==> src/rtl/core/jads_pkg.sv <==
package jads_pkg;

  // Sample and axis geometry
  localparam int ADC_BITS = 10;
  localparam int NUM_AXES = 2;
  localparam int AXIS_W   = 1;
  localparam int BYTE_W   = 8;
  localparam int COUNT_W  = 8;
  localparam int CFG_W    = 8;
  localparam int CFG_IDX_W = 2;

  localparam logic [ADC_BITS-1:0] ADC_MAX      = {ADC_BITS{1'b1}};
  localparam logic [ADC_BITS-1:0] ADC_HALF     = ADC_MAX >> 1;
  localparam logic [ADC_BITS-1:0] CENTRE_RESET = ADC_BITS'(511);
  localparam logic [COUNT_W-1:0]  COUNT_MAX    = {COUNT_W{1'b1}};

  // Divider geometry: quotient bits rounded to whole radix-4 digits
  localparam int Q_W         = (ADC_BITS / 2) * 2;
  localparam int NUM_W       = ADC_BITS + Q_W;
  localparam int X_W         = ADC_BITS + BYTE_W;
  localparam int DIG_W       = $clog2(Q_W / 2 + 1);
  localparam logic [DIG_W-1:0] POS_DIGITS  = DIG_W'(Q_W / 2);
  localparam logic [DIG_W-1:0] BYTE_DIGITS = DIG_W'(BYTE_W / 2);

  // Register map
  localparam logic [CFG_IDX_W-1:0] CFG_DEADZONE = 2'd0;
  localparam logic [CFG_IDX_W-1:0] CFG_STABLE   = 2'd1;
  localparam logic [CFG_IDX_W-1:0] CFG_REV_X    = 2'd2;
  localparam logic [CFG_IDX_W-1:0] CFG_REV_Y    = 2'd3;

  localparam logic [CFG_W-1:0] DEADZONE_RESET = 8'd3;
  localparam logic [CFG_W-1:0] STABLE_RESET   = 8'd10;

  // Item opcodes
  localparam logic OP_POSITION  = 1'b0;
  localparam logic OP_CALIBRATE = 1'b1;

  typedef struct packed {
    logic                start;
    logic [DIG_W-1:0]    ndig;
    logic [ADC_BITS-1:0] rem_init;
    logic [Q_W-1:0]      bits;
    logic [ADC_BITS-1:0] den;
  } div_req_t;

  typedef struct packed {
    logic           done;
    logic [Q_W-1:0] quo;
  } div_rsp_t;

endpackage

==> src/rtl/core/jads_in_if.sv <==
interface jads_in_if;
  import jads_pkg::*;

  logic                valid;
  logic                ready;
  logic                opcode;
  logic [AXIS_W-1:0]   axis;
  logic [ADC_BITS-1:0] sample;
  logic [ADC_BITS-1:0] second_sample;

  modport source (output valid, output opcode, output axis, output sample,
                  output second_sample, input ready);
  modport sink   (input valid, input opcode, input axis, input sample,
                  input second_sample, output ready);
endinterface

==> src/rtl/core/jads_out_if.sv <==
interface jads_out_if;
  import jads_pkg::*;

  logic              valid;
  logic              ready;
  logic [BYTE_W-1:0] position;
  logic [AXIS_W-1:0] axis_out;
  logic              axis_calibrated;
  logic              centre_latched;

  modport source (output valid, output position, output axis_out,
                  output axis_calibrated, output centre_latched, input ready);
  modport sink   (input valid, input position, input axis_out,
                  input axis_calibrated, input centre_latched, output ready);
endinterface

==> src/rtl/core/jads_div.sv <==
// Radix-4 restoring divider, two quotient bits per cycle.
// rem_init must be below den; bits are shifted in MSB first.
module jads_div (
  input  logic               clk_i,
  input  logic               rst_ni,
  input  jads_pkg::div_req_t req_i,
  output jads_pkg::div_rsp_t rsp_o
);
  import jads_pkg::*;

  logic                busy_q, busy_d;
  logic                done_q, done_d;
  logic [DIG_W-1:0]    cnt_q, cnt_d;
  logic [ADC_BITS-1:0] rem_q, rem_d;
  logic [ADC_BITS-1:0] den_q, den_d;
  logic [Q_W-1:0]      sh_q, sh_d;
  logic [Q_W-1:0]      quo_q, quo_d;

  logic [ADC_BITS+1:0] trial, d1, d2, d3, sub;
  logic [1:0]          digit;

  always_comb begin
    trial = {rem_q, sh_q[Q_W-1 -: 2]};
    d1    = (ADC_BITS+2)'(den_q);
    d2    = d1 << 1;
    d3    = d1 + d2;
    priority if (trial >= d3) begin
      digit = 2'd3;
      sub   = d3;
    end else if (trial >= d2) begin
      digit = 2'd2;
      sub   = d2;
    end else if (trial >= d1) begin
      digit = 2'd1;
      sub   = d1;
    end else begin
      digit = 2'd0;
      sub   = '0;
    end
  end

  always_comb begin
    busy_d = busy_q;
    done_d = 1'b0;
    cnt_d  = cnt_q;
    rem_d  = rem_q;
    den_d  = den_q;
    sh_d   = sh_q;
    quo_d  = quo_q;
    if (req_i.start && !busy_q) begin
      busy_d = 1'b1;
      cnt_d  = req_i.ndig;
      rem_d  = req_i.rem_init;
      den_d  = req_i.den;
      sh_d   = req_i.bits;
      quo_d  = '0;
    end else if (busy_q) begin
      rem_d = ADC_BITS'(trial - sub);
      sh_d  = sh_q << 2;
      quo_d = {quo_q[Q_W-3:0], digit};
      cnt_d = cnt_q - DIG_W'(1);
      if (cnt_q == DIG_W'(1)) begin
        busy_d = 1'b0;
        done_d = 1'b1;
      end
    end
  end

  always_ff @(posedge clk_i or negedge rst_ni) begin
    if (!rst_ni) begin
      busy_q <= 1'b0;
      done_q <= 1'b0;
      cnt_q  <= '0;
    end else begin
      busy_q <= busy_d;
      done_q <= done_d;
      cnt_q  <= cnt_d;
    end
  end

  always_ff @(posedge clk_i) begin
    rem_q <= rem_d;
    den_q <= den_d;
    sh_q  <= sh_d;
    quo_q <= quo_d;
  end

  assign rsp_o.done = done_q;
  assign rsp_o.quo  = quo_q;

endmodule

==> src/rtl/core/joystick_axis_deadzone_scaler.sv <==
// Channel  | Dir | Handshake    | Payload
// ---------+-----+--------------+---------------------------------------------
// in_i     | in  | valid/ready  | opcode, axis, sample, second_sample
// out_o    | out | valid/ready  | position, axis_out, axis_calibrated,
//          |     |              | centre_latched
// cfg      | in  | cfg_we_i     | cfg_idx_i, cfg_data_i (write only)
//
// One item at a time. A calibration item or an item for an absent axis
// skips the divider and goes to the output register; a position item in the
// neutral band runs only the byte reduction (4 digit steps), one outside
// it first the band projection (5 digit steps). The input is ready again
// in the cycle after the result is loaded.
// Reset is asynchronous, active low, and restores register and axis defaults.
// A stalled output holds its result; the block finishes the next item up to
// the output register and waits there.
module joystick_axis_deadzone_scaler (
  input  logic                           clk_i,
  input  logic                           rst_ni,
  input  logic                           cfg_we_i,
  input  logic [jads_pkg::CFG_IDX_W-1:0] cfg_idx_i,
  input  logic [jads_pkg::CFG_W-1:0]     cfg_data_i,
  jads_in_if.sink                        in_i,
  jads_out_if.source                     out_o
);
  import jads_pkg::*;

  // Sequencer states
  localparam logic [2:0] ST_IDLE  = 3'd0;
  localparam logic [2:0] ST_SETUP = 3'd1;  // band compare, launch divider
  localparam logic [2:0] ST_PASS1 = 3'd2;  // band projection division
  localparam logic [2:0] ST_PASS2 = 3'd3;  // byte reduction division
  localparam logic [2:0] ST_DONE  = 3'd4;  // wait for output register

  logic [2:0] state_q, state_d;

  // Configuration
  logic [CFG_W-1:0] radius_q, stable_q;
  logic             rev_x_q, rev_y_q;

  // Per-axis calibration state
  logic [ADC_BITS-1:0] centre_q [NUM_AXES];
  logic [COUNT_W-1:0]  count_q  [NUM_AXES];
  logic [NUM_AXES-1:0] cal_q;

  // Item in flight
  logic [ADC_BITS-1:0] s_q, lower_q, upper_q;
  logic [AXIS_W-1:0]   axis_q;
  logic                rev_q, above_q;
  logic [BYTE_W-1:0]   res_pos_q;
  logic                res_cal_q, res_lat_q;

  // Output register
  logic              out_valid_q;
  logic [BYTE_W-1:0] out_pos_q;
  logic [AXIS_W-1:0] out_axis_q;
  logic              out_cal_q, out_lat_q;

  div_req_t div_req;
  div_rsp_t div_rsp;

  logic accept, out_load;

  assign in_i.ready = (state_q == ST_IDLE);
  assign accept     = in_i.valid && in_i.ready;
  assign out_load   = (state_q == ST_DONE) && (!out_valid_q || out_o.ready);

  // ---------------------------------------------------------------------------
  // Axis lookup and calibration decision at input transfer
  // ---------------------------------------------------------------------------
  logic                axis_ok, cal_sel, pair_eq, latch_now, is_cal;
  logic [ADC_BITS-1:0] centre_sel, lower_d, upper_d;
  logic [ADC_BITS:0]   upper_sum;
  logic [COUNT_W-1:0]  cnt_sel, cnt_inc, need;

  always_comb begin
    axis_ok    = 1'b0;
    centre_sel = CENTRE_RESET;
    cal_sel    = 1'b0;
    cnt_sel    = '0;
    for (int i = 0; i < NUM_AXES; i++) begin
      if (int'(in_i.axis) == i) begin
        axis_ok    = 1'b1;
        centre_sel = centre_q[i];
        cal_sel    = cal_q[i];
        cnt_sel    = count_q[i];
      end
    end
  end

  always_comb begin
    is_cal    = (in_i.opcode == OP_CALIBRATE);
    pair_eq   = (in_i.sample == in_i.second_sample);
    cnt_inc   = (cnt_sel == COUNT_MAX) ? cnt_sel : cnt_sel + COUNT_W'(1);
    // zero stable_pairs acts as one
    need      = (stable_q == '0) ? COUNT_W'(1) : stable_q;
    latch_now = is_cal && axis_ok && pair_eq && (cnt_inc >= need);

    // neutral band, clamped to the ADC range
    lower_d   = (centre_sel > ADC_BITS'(radius_q)) ?
                centre_sel - ADC_BITS'(radius_q) : '0;
    upper_sum = (ADC_BITS+1)'(centre_sel) + (ADC_BITS+1)'(radius_q);
    upper_d   = (upper_sum > (ADC_BITS+1)'(ADC_MAX)) ?
                ADC_MAX : upper_sum[ADC_BITS-1:0];
  end

  // ---------------------------------------------------------------------------
  // Divider operands
  // ---------------------------------------------------------------------------
  logic                below, above, pass1;
  logic [ADC_BITS-1:0] diff, den1, v_sel;
  logic [NUM_W-1:0]    num1;
  logic [X_W-1:0]      x;

  always_comb begin
    below = (s_q < lower_q);
    above = (s_q > upper_q);
    pass1 = (state_q == ST_SETUP) && (below || above);
    diff  = above ? s_q - upper_q : s_q;
    // times ADC_HALF, which is all ones
    num1  = (NUM_W'(diff) << (ADC_BITS - 1)) - NUM_W'(diff);
    den1  = above ? ADC_MAX - upper_q : lower_q;

    if (state_q == ST_SETUP) begin
      v_sel = ADC_HALF;
    end else begin
      v_sel = ADC_BITS'(div_rsp.quo) + (above_q ? ADC_HALF : '0);
    end
    // times 255
    x = (X_W'(v_sel) << BYTE_W) - X_W'(v_sel);

    div_req.start = (state_q == ST_SETUP) ||
                    ((state_q == ST_PASS1) && div_rsp.done);
    if (pass1) begin
      div_req.ndig     = POS_DIGITS;
      div_req.rem_init = num1[NUM_W-1:Q_W];
      div_req.bits     = num1[Q_W-1:0];
      div_req.den      = den1;
    end else begin
      div_req.ndig     = BYTE_DIGITS;
      div_req.rem_init = x[X_W-1:BYTE_W];
      div_req.bits     = Q_W'(x[BYTE_W-1:0]) << (Q_W - BYTE_W);
      div_req.den      = ADC_MAX;
    end
  end

  jads_div u_div (
    .clk_i  (clk_i),
    .rst_ni (rst_ni),
    .req_i  (div_req),
    .rsp_o  (div_rsp)
  );

  // ---------------------------------------------------------------------------
  // Sequencer
  // ---------------------------------------------------------------------------
  always_comb begin
    state_d = state_q;
    unique case (state_q)
      ST_IDLE: begin
        if (accept) begin
          state_d = (is_cal || !axis_ok) ? ST_DONE : ST_SETUP;
        end
      end
      ST_SETUP: begin
        state_d = pass1 ? ST_PASS1 : ST_PASS2;
      end
      ST_PASS1: begin
        if (div_rsp.done) begin
          state_d = ST_PASS2;
        end
      end
      ST_PASS2: begin
        if (div_rsp.done) begin
          state_d = ST_DONE;
        end
      end
      ST_DONE: begin
        if (out_load) begin
          state_d = ST_IDLE;
        end
      end
      default: begin
        state_d = ST_IDLE;
      end
    endcase
  end

  always_ff @(posedge clk_i or negedge rst_ni) begin
    if (!rst_ni) begin
      state_q <= ST_IDLE;
    end else begin
      state_q <= state_d;
    end
  end

  // Configuration writes
  always_ff @(posedge clk_i or negedge rst_ni) begin
    if (!rst_ni) begin
      radius_q <= DEADZONE_RESET;
      stable_q <= STABLE_RESET;
      rev_x_q  <= 1'b0;
      rev_y_q  <= 1'b0;
    end else if (cfg_we_i) begin
      unique case (cfg_idx_i)
        CFG_DEADZONE: radius_q <= cfg_data_i;
        CFG_STABLE:   stable_q <= cfg_data_i;
        CFG_REV_X:    rev_x_q  <= cfg_data_i[0];
        CFG_REV_Y:    rev_y_q  <= cfg_data_i[0];
      endcase
    end
  end

  // Calibration state: equal pairs count up, unequal pair clears, latch on need
  always_ff @(posedge clk_i or negedge rst_ni) begin
    if (!rst_ni) begin
      cal_q <= '0;
      for (int i = 0; i < NUM_AXES; i++) begin
        centre_q[i] <= CENTRE_RESET;
        count_q[i]  <= '0;
      end
    end else if (accept && is_cal) begin
      for (int i = 0; i < NUM_AXES; i++) begin
        if (int'(in_i.axis) == i) begin
          if (!pair_eq) begin
            count_q[i] <= '0;
          end else if (latch_now) begin
            centre_q[i] <= in_i.sample;
            cal_q[i]    <= 1'b1;
            count_q[i]  <= '0;
          end else begin
            count_q[i] <= cnt_inc;
          end
        end
      end
    end
  end

  // Item registers
  always_ff @(posedge clk_i) begin
    if (accept) begin
      s_q       <= in_i.sample;
      axis_q    <= in_i.axis;
      rev_q     <= (in_i.axis == AXIS_W'(0)) ? rev_x_q : rev_y_q;
      lower_q   <= lower_d;
      upper_q   <= upper_d;
      res_pos_q <= '0;
      res_lat_q <= latch_now;
      res_cal_q <= axis_ok && (cal_sel || latch_now);
    end
    if (state_q == ST_SETUP) begin
      above_q <= above;
    end
    if ((state_q == ST_PASS2) && div_rsp.done) begin
      res_pos_q <= rev_q ? ~div_rsp.quo[BYTE_W-1:0] : div_rsp.quo[BYTE_W-1:0];
    end
  end

  // Output register
  always_ff @(posedge clk_i or negedge rst_ni) begin
    if (!rst_ni) begin
      out_valid_q <= 1'b0;
    end else if (out_load) begin
      out_valid_q <= 1'b1;
    end else if (out_o.ready) begin
      out_valid_q <= 1'b0;
    end
  end

  always_ff @(posedge clk_i) begin
    if (out_load) begin
      out_pos_q  <= res_pos_q;
      out_axis_q <= axis_q;
      out_cal_q  <= res_cal_q;
      out_lat_q  <= res_lat_q;
    end
  end

  assign out_o.valid           = out_valid_q;
  assign out_o.position        = out_pos_q;
  assign out_o.axis_out        = out_axis_q;
  assign out_o.axis_calibrated = out_cal_q;
  assign out_o.centre_latched  = out_lat_q;

endmodule

==> src/flat_wrapper.sv <==
// flat-port wrapper written by rule: the top's interface ports become plain ports
module joystick_axis_deadzone_scaler_flat import jads_pkg::*;
  (clk_i, rst_ni, cfg_we_i, cfg_idx_i, cfg_data_i, in_i_valid, in_i_opcode, in_i_axis, in_i_sample, in_i_second_sample, in_i_ready, out_o_valid, out_o_position, out_o_axis_out, out_o_axis_calibrated, out_o_centre_latched, out_o_ready);
  jads_in_if in_i_i ();
  jads_out_if out_o_i ();
  input  logic clk_i;
  input  logic rst_ni;
  input  logic cfg_we_i;
  input  logic [jads_pkg::CFG_IDX_W-1:0] cfg_idx_i;
  input  logic [jads_pkg::CFG_W-1:0] cfg_data_i;
  input wire logic [$bits(in_i_i.valid)-1:0] in_i_valid;
  input wire logic [$bits(in_i_i.opcode)-1:0] in_i_opcode;
  input wire logic [$bits(in_i_i.axis)-1:0] in_i_axis;
  input wire logic [$bits(in_i_i.sample)-1:0] in_i_sample;
  input wire logic [$bits(in_i_i.second_sample)-1:0] in_i_second_sample;
  output wire logic [$bits(in_i_i.ready)-1:0] in_i_ready;
  output wire logic [$bits(out_o_i.valid)-1:0] out_o_valid;
  output wire logic [$bits(out_o_i.position)-1:0] out_o_position;
  output wire logic [$bits(out_o_i.axis_out)-1:0] out_o_axis_out;
  output wire logic [$bits(out_o_i.axis_calibrated)-1:0] out_o_axis_calibrated;
  output wire logic [$bits(out_o_i.centre_latched)-1:0] out_o_centre_latched;
  input wire logic [$bits(out_o_i.ready)-1:0] out_o_ready;
  assign in_i_i.valid = in_i_valid;
  assign in_i_i.opcode = in_i_opcode;
  assign in_i_i.axis = in_i_axis;
  assign in_i_i.sample = in_i_sample;
  assign in_i_i.second_sample = in_i_second_sample;
  assign in_i_ready = in_i_i.ready;
  assign out_o_valid = out_o_i.valid;
  assign out_o_position = out_o_i.position;
  assign out_o_axis_out = out_o_i.axis_out;
  assign out_o_axis_calibrated = out_o_i.axis_calibrated;
  assign out_o_centre_latched = out_o_i.centre_latched;
  assign out_o_i.ready = out_o_ready;
  joystick_axis_deadzone_scaler u_core (.clk_i(clk_i), .rst_ni(rst_ni), .cfg_we_i(cfg_we_i), .cfg_idx_i(cfg_idx_i), .cfg_data_i(cfg_data_i), .in_i(in_i_i), .out_o(out_o_i));
endmodule
==> config.mk <==
export PLATFORM = sky130hd
export DESIGN_NAME = joystick_axis_deadzone_scaler_flat
export DESIGN_NICKNAME = d
export VERILOG_FILES = /design/src/rtl/core/jads_pkg.sv /design/src/rtl/core/jads_in_if.sv /design/src/rtl/core/jads_out_if.sv /design/src/rtl/core/jads_div.sv /design/src/rtl/core/joystick_axis_deadzone_scaler.sv /design/src/flat_wrapper.sv
export SDC_FILE = /design/constraint.sdc
export NUM_CORES = 1
export LEC_CHECK = 0
export ABC_CLOCK_PERIOD_IN_PS = 5050
export BUFFER_PORTS_ARGS = -buffer_cell sky130_fd_sc_hd__buf_4
export CORE_MARGIN = 1
export CORE_UTILIZATION = 40
export DETAILED_ROUTE_END_ITERATION = 7
export GPL_ROUTABILITY_DRIVEN = 0
export PLACE_DENSITY_LB_ADDON = 0.25
export SYNTH_ARGS = -nofsm -noshare
export SYNTH_HDL_FRONTEND = slang
export SYNTH_SLANG_ARGS = --single-unit
==> constraint.sdc <==
create_clock -name clk_i -period 5.05 [get_ports clk_i]
set_input_delay 0.7575 -clock clk_i [delete_from_list [all_inputs] [get_ports clk_i]]
set_output_delay 0.7575 -clock clk_i [all_outputs]
set_load 0.005 [all_outputs]
# Yosys cells after proc, flatten, opt, wreduce, memory -nomap -nowiden
# Cells that the tools add are included.
[word_totals] output_inout_bits=13 register_bits=159
[op_classes] n_eq_ne=14 n_reduce_logical=30 add_sub_neg=11 order_cmp=8 bitwise=2 n_mux=43
[ops] cell="two-way mux 10 bit" count=11
[ops] cell="two-way mux 8 bit" count=8
[ops] cell="two-way mux 31 bit" count=1
[ops] cell="two-way mux 3 bit" count=7
[ops] cell="subtractor 10 bit" count=2
[ops] cell="subtractor 19 x 10 -> 20 bit" count=1
[ops] cell="subtractor 18 x 10 -> 18 bit" count=1
[ops] cell="case mux 3 bit (5 select lines)" count=1
[ops] cell="adder 10 x 11 -> 12 bit" count=1
[ops] cell="greater-or-equal comparator 12 x 10 -> 1 bit" count=1
[ops] cell="greater-or-equal comparator 12 x 11 -> 1 bit" count=1
[ops] cell="greater-or-equal comparator 12 bit" count=1
[ops] cell="two-way mux 1 bit" count=12
[ops] cell="AND reduction 2 bit" count=6
[ops] cell="AND reduction 4 bit" count=3
[ops] cell="adder 10 x 8 -> 11 bit" count=1
[ops] cell="greater-than comparator 11 x 10 -> 1 bit (second input constant)" count=1
[ops] cell="adder 10 bit" count=1
[ops] cell="equality test 10 bit" count=1
[ops] cell="greater-than comparator 10 bit" count=1
[ops] cell="greater-than comparator 10 x 8 -> 1 bit" count=1
[ops] cell="less-than comparator 10 bit" count=1
[ops] cell="subtractor 10 bit (first input constant)" count=1
[ops] cell="subtractor 10 x 8 -> 10 bit" count=1
[ops] cell="22 further kinds" count=42

# Depth between registers and ports, before layout
[depth] ltp_word=7 ltp_mapped=29 depth_no_buf=27

# Modules after synthesis
# From an unflattened synthesis, not the netlist that was laid out.
[unflattened] cells_unflattened=1236 hier_area_um2=11937.7
[by_module_without_submodules] module="joystick_axis_deadzone_scaler" instances=1 area_each_um2=8488.1 seq_area_each_um2=3150.5 cells_per_inst=879
[by_module_without_submodules] module="jads_div" instances=1 area_each_um2=3449.6 seq_area_each_um2=1226.2 cells_per_inst=357

# Worst setup path before layout
# No wires, ideal clock.
[synth_timing] path_kind="reg2reg" start="register u_core.u_div.den_q[1]" end="register u_core.u_div.rem_q[8], data pin" arrival_time_ps=5247 synth_period_minus_slack_ps=5511 n_path_buf=2 slack_ps=-461 setup_ps=264 path_stages_with_launch=27 path_cell_list="edfxtp_1 > ha_1 > fa_1 > a21o_1 > a21oi_1 > nor2b_1 > o21a_1 > o41a_1 > xor2_1 > ha_1 > o2111ai_1 > a21oi_1 > clkbuf_1 > clkbuf_1 > o21a_1 > ha_1 > inv_1 > fa_1 > nand2_1 > nand2_1 > a21o_1 > a21o_1 > a21oi_1 > o21ai_0 > xor2_1 > a22oi_1 > o21ai_0"
[synth_between] elab_chain_len=7 elab_cells_between_ends=10 cone_classes="add/sub: 2; order compare: 3; mux: 5"
[synth_rtl] item="from (decl)" line_no="jads_div.sv:15" rtl="logic [ADC_BITS-1:0] den_q, den_d;"
[synth_rtl] item="from (signal assigned)" line_no="jads_div.sv:83" rtl="den_q <= den_d;"
[synth_rtl] item="branches (longest 3 deep; another with adder 10 x 11 -> 12 bit)"
[synth_rtl] item="two-way mux 10 bit (*)" line_no="jads_div.sv:27" rtl="priority if (trial >= d3) begin"
[synth_rtl] item="subtractor 10 bit (*)" line_no="jads_div.sv:58" rtl="rem_d = ADC_BITS'(trial - sub);"
[synth_rtl] item="two-way mux 10 bit (*)" line_no="jads_div.sv:57" rtl="end else if (busy_q) begin"
[synth_rtl] item="two-way mux 10 bit (*)" line_no="jads_div.sv:50" rtl="if (req_i.start && !busy_q) begin"
[synth_rtl] item="net u_core.u_div.rem_d[8]" line_no="jads_div.sv:14" rtl="logic [ADC_BITS-1:0] rem_q, rem_d;"
[synth_rtl] item="to (signal assigned)" line_no="jads_div.sv:82" rtl="rem_q <= rem_d;"
[synth_rtl] item="to (decl)" line_no="jads_div.sv:14"
# Mark *: on every way through the listed nets, which the timed path passes. The select of a mux whose other input is x is not followed.
# A chain may end at the register's enable or synchronous reset.

# Worst setup path after layout
[layout_timing] start="register u_core.u_div.den_q[1]" end="register u_core.u_div.rem_q[9], data pin"
# The elaborated chain is that of the path after synthesis.

==> summary.txt <==
Logic synthesis
  • Mapped Nets: 1,305
  • Most frequent cell after synthesis: nand2_1
  • Number of synthesized register bits: 159
  • Sequential share of the synthesized area: 38.8%
  • Largest area contributor in the netlist: edfxtp_1
  • YS warnings: 0
  • Synth cell types: 81
  • Top cells by area, synth: edfxtp_1, ha_1, dfrtp_1, dfstp_2, mux2_2
  • Top post-synthesis cells by count: nand2_1, ha_1, edfxtp_1
  • Cells after Synth: 1,152
  • Post-synth EDFFs: 84
  • Ys flop type: edfxtp_1
  • Synth Cell Area: 0.0113 mm²
  • Ys async rst share: 40.9%
  • Syn Area/Cell: 9.80 µm²
  • Top-area cell type share of the netlist area: 22.3%

Die
  • Initial cell density of the core: 40.6%
  • Die H: 170 µm
  • Die Span X: 170 µm
  • I/O pin cnt: 50
  • Core area: 0.0278 mm²
  • Cell row count: 61
  • Die area: 0.0289 mm²

Drt
  • Final wirelength: 26,600 µm
  • Initial DRC count: 569
  • 1st-pass router iterations: 8
  • Vias per inst: 5.29
  • Drt wl/cell: 16.5 µm
  • Remaining DRCs: 0
  • Post-route ant nets: 0
  • Via count: 8,537

Pwr
  • Total power: 0.00715 W
  • PD cells: 553 mW/mm²
  • Maximum resistive drop on vdd: 0.257 mV
  • Leak pwr: 5.60 nW

STA
  • Final slew viol count: 0
  • RSZ-0062 raised after global routing: yes
  • Final setup vio count: 1
  • Skew final: 10.2 ps
  • Minimum clock period: 5050 ps
  • Measured slew at the worst slew-check pin: 927 ps
  • Fin. Hold Viols: 0
  • Setup ws final: -4.04 ps
  • Fmax: 198 MHz
  • Crit share post-route: 100%
  • Relative slew slack: 37.7%

Layout
  • Post-route cell area: 0.0129 mm²
  • Share of layout cells above drive strength 1: 18.1%
  • Syn-to-layout area delta: 14.5%
  • Diode count: 0
  • Final Util: 46.5%
  • Final #Nets: 1,375
  • Layout filler cell count: 2,658

Global routing
  • Initial antenna violation count: 0
  • Global Route Usage Sum: 18.9%
  • Vias in the first global route: 8,291
  • Grt ovf: 0
  • First-pass GRT wire length: 42,900 µm
  • Pin count of the biggest net entering global routing: 66

Clock tree
  • Clock Root Buffer: clkbuf_16
  • TritonCTS clock tree: done
  • Clock-pin slew of the registers on the worst-case setup and hold paths: 70 ps
  • Htree depth: 4
  • Max clock buf depth: 2
  • Worst skew pair latency: 430 ps
  • CTS Hold Buffers Added: 0
  • Num CTS Buffers: 17
  • Sink Count: 159

Worst hold path
  • Hold Path Class: input pin to async pin

Worst setup path
  • Crit. End Element: flip-flop
  • Crit-path leading delay family: compound AO/OA/AOI/OAI gates
  • Critical path arrival: 5220 ps
  • CP peak stage delay: 430 ps
  • CP Buf/Inv Count: 1
  • Critical path fanouts, max: 7
  • CP max-delay cell: edfxtp_1
  • Critical path class: flip-flop to flip-flop
  • Worst EP required: 5210 ps
  • CP Launch Type: flip-flop
  • Crit path cell chain: ha_2 > fa_2 > a21o_1 > a21oi_2 > nor2b_1 > o21a_1 > o41a_1 > xor2_2 > ha_4 > a2111oi_4 > a21oi_2 > buf_4 > a221oi_2 > a21o_1 > ha_4 > or2_2 > a21oi_1 > a31oi_1 > a21o_1 > a21oi_2 > xor2_1 > xnor2_1 > a22oi_1

Outcome
  • Outcome: finished with violations
  • Failing checks: setup timing

Flow run
  • Max cap viols: 0

Placed design
  • IO buf count: 49
  • DPL Wire Length: 20,400 µm
  • Post-DP Area: 0.0122 mm²
  • Post-placement worst setup slack: -51.6 ps
[logic make-up (layout without fill, tap and decap cells)]
logic type	after synthesis	after routing	synth area share, %
AOI/OAI and AO/OA	280	280	16.3
xor gates and xnor gates	86	86	6.67
adders and majority gates	116	116	13.3
buffers and inverters	119	202	4.32
DFF	159	159	38.8
muxes	68	68	6.65
and+or+nand+nor	324	324	14.0
[cell type report]
class                   count  area [µm²]  area share (%)
multi-input cells         874        6530            50.5
clock inverters            14         133            1.03
flip-flops and latches    159        4380            33.9
repair buffers             89         684            5.29
clock buffers              18         429            3.32
well taps                 378         473            3.66
inverters                  81         304            2.35
[report_power, final]
group | internal (W) | switching, W | total [W] | leakage [nW]
registers | 0.00175 | 0.000274 | 0.00202 | 1.64
clock network | 0.000686 | 0.000544 | 0.00123 | 0.266
logic | 0.00176 | 0.00215 | 0.00390 | 3.69
[sequential cells by signal, summed over array words and instances, names as in the netlist, 2 cells and up]
signal / count
u_core.upper_q: 10
u_core.lower_q: 10
u_core.stable_q: 8
u_core.u_div.rem_q: 10
u_core.u_div.quo_q: 10
u_core.cal_q: 2
u_core.radius_q: 8
u_core.res_pos_q: 8
u_core.s_q: 10
u_core.u_div.den_q: 10
u_core.u_div.cnt_q: 3
u_core.u_div.sh_q: 10
u_core.state_q: 3
u_core.out_o.position: 8
u_core.count_q: 16
u_core.centre_q: 20
[metrics by stage]
stage          TNS (ps)  hold slack, ps  instances
2_1_floorplan     -18.3             400       1152
3_3_place_gp          0             402       1571
3_5_place_dp      -92.7             405       1571
4_1_cts               0             419       1610
5_1_grt            -663             429       1613
6_report          -4.04             415       1613
[worst paths after layout]
check / endpoint / cells past startpoint / slack (ps) / startpoint
min in group clk_i: u_core.out_o.position[6] / 0 / 420 / u_core.res_pos_q[6]
worst min register to register: u_core.out_o.position[6] / 0 / 420 / u_core.res_pos_q[6]
worst max-delay path: u_core.u_div.rem_q[9] / 23 / -4 / u_core.u_div.den_q[1]
worst min-delay path: u_core.radius_q[6] / 1 / 410 / rst_ni
worst max register to register: u_core.u_div.rem_q[9] / 23 / -4 / u_core.u_div.den_q[1]
max in group asynchronous: u_core.u_div.cnt_q[0] / 1 / 4060 / rst_ni
[repair_timing]
action / 4_1_cts / 5_1_grt
setup buffers: 6 / 3
gates resized for setup: 9 / 7
setup endpoints to repair: 2 / 4
gates cloned: 1 / 0
pin swaps: 4 / 5
[placed cells by master (no fill, tap or decap), types with 21 or more instances in the layout]
cell      Yosys  layout
inv_1        79      78
a21oi_1      52      45
a21o_1       30      30
buf_4         0      87
ha_1        110     106
xor2_1       37      36
mux2_2       46      46
mux2i_1      21      21
dfstp_2      22      22
edfxtp_1     84      84
xnor2_1      49      49
nor3_1       21      21
nor2_1       76      75
o21ai_0      75      71
dfrtp_1      43      43
nand2_1     111     111
[metal layers]
layer	up-vias	track usage (%)	part of all wire (%)	wire length (µm)
met5	-	0	0	0
met3	29	3.07	2.7	710
met4	0	5.76	1.9	517
met1	4079	24.9	47	12500
li1	4312	-	-	-
met2	117	31.7	48	12800
Note: power is estimated with default switching activity, not from simulation.
